`config.mk`:
```
export PLATFORM = sky130hd
export DESIGN_NAME = bti_ratio_div
export DESIGN_NICKNAME = d
export VERILOG_FILES = /design/src/rtl/core/bti_pkg.sv /design/src/rtl/core/bti_ratio_div.sv
export SDC_FILE = /design/constraint.sdc
export NUM_CORES = 1
export LEC_CHECK = 0
export CORE_ASPECT_RATIO = 1.1
export CORE_MARGIN = 2
export CORE_UTILIZATION = 50
export CTS_CLUSTER_SIZE = 40
export DETAILED_ROUTE_END_ITERATION = 8
export DONT_BUFFER_PORTS = 1
export PLACE_DENSITY = 0.72
export SKIP_CTS_REPAIR_TIMING = 1
export SLEW_MARGIN = 15
export SYNTH_ARGS = -nofsm -noshare
export SYNTH_HDL_FRONTEND = slang
export SYNTH_SLANG_ARGS = --single-unit
```
`constraint.sdc`:
```
create_clock -name i_clk -period 9.64 [get_ports i_clk]
set_input_delay 1.928 -clock i_clk [delete_from_list [all_inputs] [get_ports i_clk]]
set_output_delay 1.928 -clock i_clk [all_outputs]
set_load 0.01 [all_outputs]
```
`src/rtl/core/bti_pkg.sv`:
```
// ----------------------------------------------------------------------------
// bti_pkg
// Request and result types and fixed codes of the bilinear table interpolator.
// ----------------------------------------------------------------------------
`timescale 1ns / 1ps
`default_nettype none
package bti_pkg;

    localparam logic CMD_WRITE = 1'b0;
    localparam logic CMD_QUERY = 1'b1;

    localparam int          FRAC_BITS = 16;
    localparam logic [16:0] RATIO_ONE = 17'h10000;
    localparam logic [4:0]  PC_RESET  = 5'd31;

    typedef struct packed {
        logic               cmd;
        logic [4:0]         row;
        logic [4:0]         col;
        logic signed [31:0] word;
        logic signed [31:0] pressure;
        logic signed [31:0] temperature;
    } t_in;

    typedef struct packed {
        logic signed [31:0] result_value;
        logic               in_range;
    } t_out;

endpackage
`default_nettype wire

```
`src/rtl/core/bti_ratio_div.sv`:
```
// ----------------------------------------------------------------------------
// bti_ratio_div
// Saturated fractional ratio num/den in units of 2^-16, one quotient bit a cycle.
// ----------------------------------------------------------------------------
`timescale 1ns / 1ps
`default_nettype none
module bti_ratio_div (
    input  wire logic               i_clk,
    input  wire logic               i_rst_n,
    input  wire logic               i_start,
    input  wire logic signed [32:0] i_num,
    input  wire logic signed [32:0] i_den,
    output logic                    o_done,
    output logic [16:0]             o_ratio
);
    import bti_pkg::*;

    typedef enum logic [1:0] {
        S_IDLE,
        S_RUN,
        S_DONE
    } t_state;

    t_state      r_state;
    logic [33:0] r_rem;
    logic [32:0] r_den;
    logic [15:0] r_q;
    logic [4:0]  r_cnt;
    logic [16:0] r_ratio;

    logic [32:0] w_num_m;
    logic [32:0] w_den_m;
    logic        w_neg;
    logic [33:0] w_rem2;
    logic        w_ge;

    always_comb begin
        w_num_m = i_num[32] ? 33'(-i_num) : 33'(i_num);
        w_den_m = i_den[32] ? 33'(-i_den) : 33'(i_den);
        w_neg   = i_num[32] ^ i_den[32];
        w_rem2  = {r_rem[32:0], 1'b0};
        w_ge    = w_rem2 >= {1'b0, r_den};
    end

    always_ff @(posedge i_clk) begin
        if (!i_rst_n) begin
            r_state <= S_IDLE;
        end else begin
            unique case (r_state)
                S_IDLE: begin
                    if (i_start) begin
                        r_rem <= {1'b0, w_num_m};
                        r_den <= w_den_m;
                        r_cnt <= 5'(FRAC_BITS);
                        r_q   <= '0;
                        if (i_den == '0 || i_num == '0 || w_neg) begin
                            r_ratio <= '0;
                            r_state <= S_DONE;
                        end else if (w_num_m >= w_den_m) begin
                            r_ratio <= RATIO_ONE;
                            r_state <= S_DONE;
                        end else begin
                            r_state <= S_RUN;
                        end
                    end
                end
                S_RUN: begin
                    r_rem <= w_ge ? 34'(w_rem2 - {1'b0, r_den}) : w_rem2;
                    r_q   <= {r_q[14:0], w_ge};
                    r_cnt <= r_cnt - 5'd1;
                    if (r_cnt == 5'd1) begin
                        r_ratio <= {1'b0, r_q[14:0], w_ge};
                        r_state <= S_DONE;
                    end
                end
                S_DONE: begin
                    r_state <= S_IDLE;
                end
                default: r_state <= S_IDLE;
            endcase
        end
    end

    assign o_done  = (r_state == S_DONE);
    assign o_ratio = r_ratio;

endmodule
`default_nettype wire

```
-- Word-level counts from Yosys, hierarchy flattened
Index checks and enable logic that the tools add are counted.
- register bits: 105
- input bits: 69
- output and inout port bits: 18
- word-level logic and storage cells: 48
- $add $sub $neg: 4
- magnitude comparators: 2
- eq/ne operators: 6
- muxes and demuxes: 19
- bitwise gates (word level): 1
- reductions and logical operators: 10
- operators by type and width (operator ; number):
    33-bit two-way mux ; 4
    17-bit two-way mux ; 4
    33-bit zero test ; 2
    33-bit negation ; 2
    33-bit one-hot mux with 2 select lines ; 1
    34-bit by 33-bit >= comparator with 1-bit output ; 1
    17-bit one-hot mux with 2 select lines ; 1
    33-bit >= comparator ; 1
    33-bit subtractor ; 1
    15-bit one-hot mux with 2 select lines ; 1
    15-bit two-way mux ; 1
    5-bit one-hot mux with 2 select lines ; 1
    2-bit two-way mux ; 4
    3-bit AND reduction ; 2
    5-bit by 1-bit equality test with 1-bit output, second input constant ; 1
    5-bit two-way mux ; 1
    5-bit AND reduction ; 1
    5-bit by 1-bit subtractor with 5-bit output, second input constant ; 1
    2-bit != test, second input constant ; 2
    2-bit one-hot mux with 2 select lines ; 1
    3-bit != test, second input constant ; 1
    2-bit by 1-bit equality test with 1-bit output, second input constant ; 1
    2-bit equality test, second input constant ; 1
    2-bit zero test ; 1
    other kinds (4) ; 5

-- Logic depth before layout (Yosys ltp)
Gate-level depths: netlist of run 1.
- depth in word-level cells: 7
- gate-level depth with buffers: 18
- mapped depth without buffers: 18

-- Worst setup path after synthesis of run 1
Ideal clock, no wire load.
- path kind: input to register
- start point: input i_start
- end point: register r_ratio[0] (netlist: o_ratio[0]), enable pin
- library setup time: 0.375 ns
- data arrival time: 6.816 ns
- data required time: 9.265 ns
- slack: 2.449 ns
- stages: 3
- path buffers: 0
- cells stage by stage: nor2_1 -> nor3b_1 -> and3b_1
- longest elaborated chain between the ends: 2
- ends and longest elaborated chain (element ; RTL line ; text):
    from (decl) ; bti_ratio_div.sv:10 ; input wire logic i_start,
    2-bit != test (no source line) ; - ;
    5-bit AND reduction (no source line) ; - ;
    to (signal assigned) ; bti_ratio_div.sv:72 ; r_ratio <= {1'b0, r_q[14:0], w_ge};
    to (decl) ; bti_ratio_div.sv:29 ; logic [16:0] r_ratio;
No other way between the ends.
A chain may end at the register's enable or synchronous reset.

-- Final worst setup path of run 1
- start point: input i_den[9]
- end point: register r_ratio[13] (netlist: o_ratio[13]), enable pin
- longest elaborated chain between the ends: 5
- elaborated cells on any way between the ends: 8
- those cells by class: add/sub (1); order compare (1); eq/ne (1); mux (1); reduce/logical (4)
- ends and longest elaborated chain (element ; RTL line ; text):
    from (decl) ; bti_ratio_div.sv:12 ; input wire logic signed [32:0] i_den,
    33-bit negation / 33-bit zero test (equally long branches) ; bti_ratio_div.sv:39, bti_ratio_div.sv:56 ;
    33-bit two-way mux / 1-bit logical OR (equally long branches) ; bti_ratio_div.sv:39, bti_ratio_div.sv:56 ;
    33-bit >= comparator / 1-bit logical OR (equally long branches) ; bti_ratio_div.sv:59, bti_ratio_div.sv:56 ;
    3-bit != test (no source line) * ; - ;
    5-bit AND reduction (no source line) * ; - ;
Mark *: on every way between the ends. The rest lies on a longest branch, timed or not.

==> key figures, run 1 <==
Outcome
  – Status: completed

Min path
  – Hold Path Cell Cnt: 1
  – Worst hold path class: reg -> reg

Layout
  – Final net count: 981
  – Ant diodes: 0
  – Layout filler cell count: 1445
  – Layout cells sized above 1: 4.841%
  – Final Cell Area: 8598 um^2
  – Area growth syn-to-layout: 6.263%

Routing
  – Post-Route WL: 17350 um
  – DR vias/cell: 5.785
  – Number of iterations in the first detailed-routing pass: 5
  – Initial DRC count: 397
  – WL/cell: 16.57 um
  – Via Count: 6057
  – Routed Antenna Nets: 0
  – Drc violations: 0

Logic synthesis
  – FFs w/ async S/R, synth: 0%
  – Synth Area in Compound Gates: 17.38%
  – Post-Synth Simple-Gate Area: 15.97%
  – Largest family of logic cells by synthesized area: compound AO/OA/AOI/OAI gates
  – Ys Warns: 0
  – Mux contribution to synthesized area: 2.103%
  – Mapped cell area: 8092 um^2
  – Mapped Nets: 992
  – Synth Register Bits: 105
  – Synthesized area per cell: 9.486 um^2
  – Primary FF master, synth: edfxtp_1
  – Most common cell in the netlist: edfxtp_1
  – Top cells by count, synth: 103 x edfxtp_1, 78 x inv_1, 69 x ha_1, 62 x xnor2_1, 58 x nor2_1
  – Synth area leader: edfxtp_1
  – Yosys cell types: 64
  – Ranking of synthesized cells by area: edfxtp_1 38%, ha_1 11%, xnor2_1 6.7%, inv_1 3.6%, xor2_1 3.2%
  – Synth top area share: 38.22%
  – Post-synthesis cell count: 853
  – Post-synthesis xor/xnor area fraction: 9.958%
  – Number of flops mapped to enable cells by yosys: 103
  – Sequential fraction of the synthesis area: 38.72%
  – Post-Synth Adder-Cell Area: 10.92%

Place
  – Placer congestion estimate: 0.8499
  – Dpl ws: 2713 ps
  – DP Area: 8307 um^2
  – Port Buffers: 0
  – Detailed-placement wirelength estimate: 13500 um

GRT
  – Pin count of the biggest net entering global routing: 68
  – Grt total ovfl: 0
  – Vias in the first global route: 5893
  – Global-route wire length before repair: 28760 um
  – Initial antenna violation count: 0
  – Total GRT Usage: 20.61%

Power and ir drop
  – P per Cell Area: 150.8 nW/um^2
  – Worst vdd ir: 0.00009794 V
  – Power, Total: 1.296 mW
  – Lkg Pwr: 3.444 nW

Timing
  – Final Hold Viols: 0
  – Final Critical Period: 6548 ps
  – FMAX: 152.7 MHz
  – Max-slew violation count: 0
  – Setup Skew: 9.518 ps
  – Final setup viols: 0
  – Worst-Margin Slew: 822.9 ps
  – Slew headroom: 45.14%
  – Setup ws final: 3092 ps
  – Final period util: 67.93%
  – Hold_ws: 524.8 ps
  – RSZ-0062 raised after global routing: no
  – TNS Setup: 0 ps

Clock network
  – Clock Sinks: 105
  – Clk buf depth: 2
  – Number of H-tree levels: 3
  – Root buffer cell: clkbuf_16
  – Worst skew pair latency: 350 ps
  – TritonCTS buffer count: 9
  – Clock-pin slew on the worst setup and hold paths: 70 ps
  – CTS tree: done

Floorplanning
  – Initial Utilization: 51.23%
  – Chip width: 125.3 um
  – CORE AREA: 15800 um^2
  – Total Die Area: 17220 um^2
  – Site row count: 48
  – Die H: 137.4 um
  – Ports: 87

Worst setup path
  – Critical Path Source Type: input pin
  – WP data required: 9620 ps
  – Reg2Reg Depth: 11
  – Critical path type: in -> reg
  – CP arrival: 6520 ps
  – Endpoint type of the worst setup path: register
  – CP max FO: 17

Run
  – Max Cap Viol: 0
==> placed cells by master (no fill, tap or decap), types with 9 or more instances in the layout <==
cell | Yosys | layout
xor2_1 | 30 | 30
nor3_1 | 33 | 33
nand4_1 | 11 | 11
nand2b_1 | 10 | 10
xnor2_1 | 62 | 62
nand2_1 | 56 | 56
nand3_1 | 14 | 14
ha_1 | 69 | 69
or3_1 | 14 | 14
and2_1 | 20 | 20
inv_1 | 78 | 78
nor2_1 | 58 | 58
o31ai_1 | 18 | 18
edfxtp_1 | 103 | 103
o21ai_0 | 51 | 51
o21a_1 | 9 | 9
clkbuf_16 | 0 | 9
a21oi_1 | 46 | 46
a311oi_1 | 12 | 12
mux2i_1 | 17 | 17
a21o_1 | 21 | 21
==> cell families (layout without fill, tap and decap cells) <==
kind of cell	Yosys count	count (layout)
adder cells (fa/ha/maj)	70	70
AND/OR/NAND/NOR	255	255
XOR/XNOR	92	92
flip-flops	105	105
buffers and inverters	105	99
AO/OA/AOI/OAI	209	209
multiplexers	17	17
==> where the power goes <==
part | switching [mW] | internal, mW
sequential | 0.0178 | 0.550
clock | 0.170 | 0.180
combinational | 0.223 | 0.156
total | 0.410 | 0.886
==> worst paths after layout <==
kind | from | end | slack, ps
setup / recovery | i_den[9] | o_ratio[13] | 3090
setup reg to reg | r_rem[6] | r_rem[23] | 5670
hold reg to reg | r_q[14] | o_ratio[15] | 520
hold / removal | r_q[14] | o_ratio[15] | 520
==> per-layer routing <==
layer | up-vias | part of all wire [%] | routed length (um) | global-route usage (%)
li1 | 3101 | - | - | -
met1 | 2765 | 49 | 8455 | 29.67
met2 | 176 | 44 | 7708 | 32.19
met3 | 15 | 5.5 | 952 | 3.184
met4 | 0 | 1.3 | 232 | 6.420
met5 | - | 0 | 0 | 0
==> state kept, by name, indices dropped and copies added (netlist names) <==
register and cells:
o_ratio 17, r_state 2, r_cnt 5, r_rem 33, r_den 33, r_q 15
==> area by class of cell <==
| type | instances | area, um^2 | area share [%] |
|---|---|---|---|
| Clock buffer | 9 | 225.2 | 2.619 |
| Clock inverter | 7 | 66.31 | 0.7712 |
| Inverter | 78 | 292.8 | 3.405 |
| Multi-Input combinational cell | 643 | 4593 | 53.42 |
| Sequential cell | 105 | 3133 | 36.44 |
| Tap cell | 200 | 250.2 | 2.910 |
| Timing Repair Buffer | 5 | 37.54 | 0.4366 |
==> worst max-delay path: stages <==
cell and delay [ps]:
or4_1 520, or2_1 270, or2_2 330, or3_1 430, or3_1 420, o31a_1 330
xnor2_1 150, ha_1 300, nand4_1 180, nor3_1 340, o211ai_1 140, a41oi_1 170
a31oi_1 70, o21ai_0 210, and3b_1 730
==> metrics by stage <==
stage	utilization, %	std cells
finish	54.44	1047
global route	54.44	1047
detailed placement	52.59	1031
global placement	52.59	1031
floorplan	-	853
CTS	54.44	1047
(Power assumes the default switching activity.)
==> run 2: changes to the inputs <==
Settings changed: ABC_AREA set to 1.
Clock period 9.64 ns to 6.1 ns, I/O delays scaled along.
==> run 2 against run 1 <==
  * Largest cell class unchanged
  * Critical endpoint is now o_ratio[3]
  * Clock power increased by 62%
  * Sequential power rose by 66%
  * Highest routed layer unchanged
  * Utilization decreased by 0.65 points
  * Area after synthesis increased by 11%
==> key figures, run 2 <==
Timing
  – Final period util: 78.12%
  – TNS Setup: 0 ps
  – Final Hold Viols: 0
  – RSZ-0062 raised after global routing: no
  – Max-slew violation count: 0
  – FMAX: 209.9 MHz
  – Setup ws final: 1335 ps
  – Setup Skew: 19.04 ps
  – Final setup viols: 0
  – Worst-Margin Slew: 901.4 ps
  – Final Critical Period: 4765 ps
  – Slew headroom: 39.77%

Logic synthesis
  – FFs w/ async S/R, synth: 0%
  – Mapped cell area: 8989 um^2
  – Number of flops mapped to enable cells by yosys: 103
  – Ys Warns: 0
  – Primary FF master, synth: edfxtp_1
  – Synthesized area per cell: 7.344 um^2
  – Ranking of synthesized cells by area: edfxtp_1 34%, nand2_1 12%, ha_1 9.6%, inv_1 9.6%, nor2_1 6.3%
  – Most common cell in the netlist: nand2_1
  – Synth top area share: 34.41%
  – Yosys cell types: 47
  – Synth area leader: edfxtp_1
  – Sequential fraction of the synthesis area: 34.86%
  – Post-synthesis cell count: 1224
  – Synth Register Bits: 105
  – Mapped Nets: 1363
  – Top cells by count, synth: 276 x nand2_1, 229 x inv_1, 150 x nor2_1, 103 x edfxtp_1, 78 x nand3_1

Layout
  – Final Cell Area: 9507 um^2
  – Ant diodes: 0
  – Layout cells sized above 1: 3.840%
  – Post-layout util: 53.78%
  – Most frequent cells in the layout: 276 x nand2_1, 229 x inv_1, 148 x nor2_1
  – Commonest non-fill, non-tap cell in the layout: nand2_1
  – Area growth syn-to-layout: 5.763%
  – Final net count: 1358

Min path
  – Hold Path Cell Cnt: 2
  – Hold Path End: o_ratio[15]
  – Worst hold path class: reg -> reg
  – Hold_sp: r_q[14]

Routing
  – Drc violations: 0
  – Routed Antenna Nets: 0
  – WL/cell: 15.54 um
  – Via Count: 7752
  – Post-Route WL: 22720 um
  – DR vias/cell: 5.302
  – Number of iterations in the first detailed-routing pass: 5
  – Initial DRC count: 531

Power and ir drop
  – Lkg Pwr: 4.562 nW
  – Worst vdd ir: 0.0001372 V
  – P per Cell Area: 246.0 nW/um^2

Worst setup path
  – RR Endpoint: r_rem[0]
  – Critical path type: in -> reg
  – WP data required: 6080 ps
  – Critical path origin: i_num[0]
  – CP arrival: 4750 ps
  – Worst reg2reg setup slack: 2770 ps
  – Reg2Reg Depth: 11
  – RR Startpoint: r_rem[24]
  – Critical Path Source Type: input pin
  – CP max FO: 17
  – Endpoint type of the worst setup path: register

Clock network
  – Clock Sinks: 105
  – Clock-pin slew on the worst setup and hold paths: 80 ps
  – Worst skew pair latency: 350 ps
  – Number of H-tree levels: 3
  – TritonCTS buffer count: 9
  – Clk buf depth: 2
  – CTS tree: done
  – Root buffer cell: clkbuf_16

Run
  – Max Cap Viol: 0

Place
  – Dpl ws: 1031 ps
  – Detailed-placement wirelength estimate: 18480 um
  – Port Buffers: 0
  – DP Area: 9216 um^2
  – Placer congestion estimate: 0.9655

Floorplanning
  – Ports: 87
  – Initial Utilization: 50.85%
  – CORE AREA: 17680 um^2
  – Site row count: 51
  – Chip width: 131.8 um
  – Die H: 144.6 um
  – Total Die Area: 19070 um^2

Outcome
  – Status: completed

GRT
  – Initial antenna violation count: 0
  – Total GRT Usage: 24.03%
  – Grt total ovfl: 0
  – Vias in the first global route: 7385
  – Pin count of the biggest net entering global routing: 52
  – Global-route wire length before repair: 36360 um
==> run 2: worst max path at each step <==
stage                   to  slack (ps)  cells past startpoint
2_1_floorplan     r_cnt[0]         700                      2
5_1_grt         o_ratio[2]         970                     23
3_3_place_gp    o_ratio[4]        1160                     22
4_1_cts         o_ratio[3]        1400                     22
3_5_place_dp   o_ratio[15]        1030                     22
6_report        o_ratio[3]        1330                     21
==> run 2: layout make-up <==
type / instances / area, um^2
fillers: 1669 / 8169
multi-input cells: 867 / 4885
flip-flops and latches: 105 / 3133
inverters: 232 / 870.8
well taps: 238 / 297.8
clock buffers: 10 / 229.0
clock inverters: 6 / 61.31
repair buffers: 4 / 30.03
==> run 2: power breakdown <==
part | internal (mW) | switching, mW
clock network | 0.288 | 0.279
logic | 0.285 | 0.545
registers | 0.900 | 0.0410
total | 1.47 | 0.866
==> run 2: logic make-up (layout without fill, tap and decap cells) <==
family / Yosys count / after routing / share of synthesized area (%)
XOR/XNOR: 79 / 79 / 7.698
AND/OR/NAND/NOR: 572 / 572 / 27.07
AO/OA/AOI/OAI: 146 / 146 / 9.633
flip-flops: 105 / 105 / 34.86
buffers and inverters: 252 / 252 / 10.91
adder cells (fa/ha/maj): 70 / 70 / 9.827
==> run 2: worst max-delay path, cell delays in order <==
cell and delay, ps:
inv_1 120, ha_1 190, nand3_1 200, nor3_2 210
nand3_1 150, nor2_1 150, nand4_1 160, o21ai_2 240
o21ai_1 110, xor2_1 190, ha_1 310, nand2_1 70
nor3_1 260, nand2_1 90, nor4_1 210, nand3b_1 110
nand2_1 60, inv_1 50, nand3_1 80, nand2_1 60
inv_1 500
==> run 2: routing by layer <==
layer  vias up  track usage (%)  part of all wire (%)
li1       3929                -                     -
met3        41            2.664                   5.9
met2       250            40.31                    46
met1      3532            32.03                    45
met5         -                0                     0
met4         0            9.611                   3.2
==> run 2: through the flow <==
stage               total power, mW  hold slack [ps]  cells
CTS                           2.334            598.6   1462
finish                        2.338            594.6   1462
detailed placement            1.776            579.9   1446
global route                  2.487            605.3   1462
global placement              1.760            525.8   1446
floorplan                     1.590            519.2   1224
==> run 3: changes to the inputs <==
Clock period 6.1 ns to 4.6 ns, I/O delays scaled along.
==> run 3 against run 2 <==
  * Worst setup slack got worse by 830 ps
  * Register-to-register slack got worse by 1200 ps
  * Critical path type unchanged
  * Global-route usage increased by 0.37 points
==> key figures, run 3 (synthesized netlist as in run 2, its figures left out) <==
Outcome
  – Status: completed

Timing
  – Max-slew violation count: 0
  – Final Critical Period: 4095 ps
  – FMAX: 244.2 MHz
  – Final period util: 89.02%
  – Final Hold Viols: 0
  – Slew headroom: 56.40%
  – RSZ-0062 raised after global routing: no
  – Worst-Margin Slew: 654.0 ps
  – Final setup viols: 0
  – Setup Skew: 17.43 ps
  – TNS Setup: 0 ps

Worst setup path
  – RR Endpoint: r_rem[13]
  – Critical Path Source Type: input pin
  – CP arrival: 4160 ps
  – Slowest-stage cell, CP: ha_1
  – Reg2Reg Depth: 13
  – Cell repeated most along the worst path: nand2_1
  – WP data required: 4660 ps
  – Crit-path cells: inv_1 -> ha_1 -> nand3_1 -> nor3_2 -> nand3_1 -> nor2_1 -> nand4_1 -> o21ai_2 -> o21ai_1 -> xor2_1 -> ha_1 -> nand2_1 -> nor3_1 -> nand2_1 -> nor4_1 -> nand3b_1 -> nand2_1 -> inv_1 -> nand3_1 -> nand2_1 -> inv_1 -> buf_12
  – Critical path type: in -> reg
  – Endpoint type of the worst setup path: register
  – Setup crit end: o_ratio[14]
  – Worst reg2reg setup slack: 1570 ps
  – CP max FO: 17
  – Critical path origin: i_num[0]
  – CP max stage delay: 330 ps
  – RR Startpoint: r_den[25]

Layout
  – Layout cells sized above 1: 4.153%
  – Commonest non-fill, non-tap cell in the layout: nand2_1
  – Area growth syn-to-layout: 6.306%
  – Post-Layout Cell Count: 1466
  – Layout filler cell count: 1704
  – Most frequent cells in the layout: 276 x nand2_1, 229 x inv_1, 148 x nor2_1
  – Ant diodes: 0
  – Final net count: 1362

Power and ir drop
  – Net Sw Power: 1.155 mW
  – Lkg Pwr: 4.586 nW
  – Combinational power share: 35.7%
  – Sequential power share: 40.1%
  – Worst vdd ir: 0.0002586 V
  – Clock share of power: 24.2%
  – P per Cell Area: 325.9 nW/um^2
  – Switching Fraction: 37.07%
  – Internal power: 1.960 mW

Routing
  – Via Count: 7682
  – Post-Route WL: 22510 um
  – WL/cell: 15.35 um
  – Number of iterations in the first detailed-routing pass: 5
  – Initial DRC count: 493
  – Routed Antenna Nets: 0
  – Drc violations: 0
  – DR vias/cell: 5.240

Clock network
  – TritonCTS buffer count: 9
  – Clock-pin slew on the worst setup and hold paths: 80 ps
  – CTS tree: done
  – Number of H-tree levels: 3
  – Clk buf depth: 2
  – Worst skew pair latency: 350 ps
  – Root buffer cell: clkbuf_16
  – Clock Sinks: 105

GRT
  – Grt total ovfl: 0
  – Vias in the first global route: 7539
  – Initial antenna violation count: 0
  – Total GRT Usage: 24.39%
  – Global-route wire length before repair: 37070 um
  – Pin count of the biggest net entering global routing: 53

Place
  – # placed instances: 1450
  – Placer congestion estimate: 0.9866
  – Detailed-placement wirelength estimate: 18330 um
  – Port Buffers: 0

Run
  – Max Cap Viol: 0

Floorplanning
  – Chip width: 131.8 um
  – CORE AREA: 17680 um^2
  – Site row count: 51
  – Ports: 87
  – Total Die Area: 19070 um^2
  – Die H: 144.6 um
  – Initial Utilization: 50.85%

Min path
  – Worst hold path class: reg -> reg
-- run 3: cell count changes in the layout (fill, tap and decap cells not counted), sizes merged --
cell,before,now
inv,234,233
buf,4,8
clkinv,3,4
-- run 3: worst min-delay path by stage --
stage | start | end | slack [ps] | depth (start not counted)
2_1_floorplan | r_q[14] | o_ratio[15] | 520 | 2
3_3_place_gp | r_q[14] | o_ratio[15] | 530 | 2
3_5_place_dp | r_q[14] | o_ratio[15] | 570 | 2
4_1_cts | r_q[14] | o_ratio[15] | 590 | 2
5_1_grt | r_q[14] | o_ratio[15] | 610 | 2
6_report | r_q[14] | o_ratio[15] | 580 | 2
-- run 3: worst max-delay path, delay by kind of cell --
family / cells / cell delay (ps)
AOI/OAI and AO/OA: 2 / 360
xor gates and xnor gates: 1 / 190
adders and majority gates: 2 / 530
buffers and inverters: 4 / 440
and+or+nand+nor: 13 / 1730
-- run 3: power by group through the flow --
stage / registers [mW] / clock network (mW) / logic (mW)
floorplan: 1.26 / 0 / 0.849
global placement: 1.26 / 0 / 1.08
detailed placement: 1.27 / 0 / 1.09
CTS: 1.25 / 0.761 / 1.10
global route: 1.26 / 0.794 / 1.27
finish: 1.25 / 0.754 / 1.11
-- run 3: layout make-up --
| type | count | area [um^2] | share of cell area, % |
|---|---|---|---|
| clock buffers | 10 | 229.0 | 2.396 |
| clock inverters | 6 | 61.31 | 0.6416 |
| inverters | 232 | 870.8 | 9.114 |
| multi-input cells | 867 | 4891 | 51.19 |
| flip-flops and latches | 105 | 3133 | 32.79 |
| well taps | 238 | 297.8 | 3.116 |
| repair buffers | 8 | 72.57 | 0.7595 |
-- run 3: per-layer routing --
layer / global-route usage (%) / share of wire, % / up-vias
li1: - / - / 3940
met1: 32.76 / 46 / 3473
met2: 39.96 / 45 / 238
met3: 3.996 / 6.7 / 31
met4: 8.982 / 2.9 / 0
met5: 0 / 0 / -
-- run 3: metrics by stage --
step | power (mW) | cell area [um^2] | utilization [%] | setup WS [ps] | hold WS (ps)
floorplan | 2.106 | 8994 | - | 505.6 | 519.2
finish | 3.115 | 9555 | 54.06 | 505.2 | 578.7
global route | 3.320 | 9555 | 54.06 | 205.5 | 611.3
CTS | 3.113 | 9555 | 54.06 | 592.3 | 593.2
global placement | 2.345 | 9265 | 52.42 | 384.2 | 526.3
detailed placement | 2.364 | 9265 | 52.42 | 237.2 | 573.8
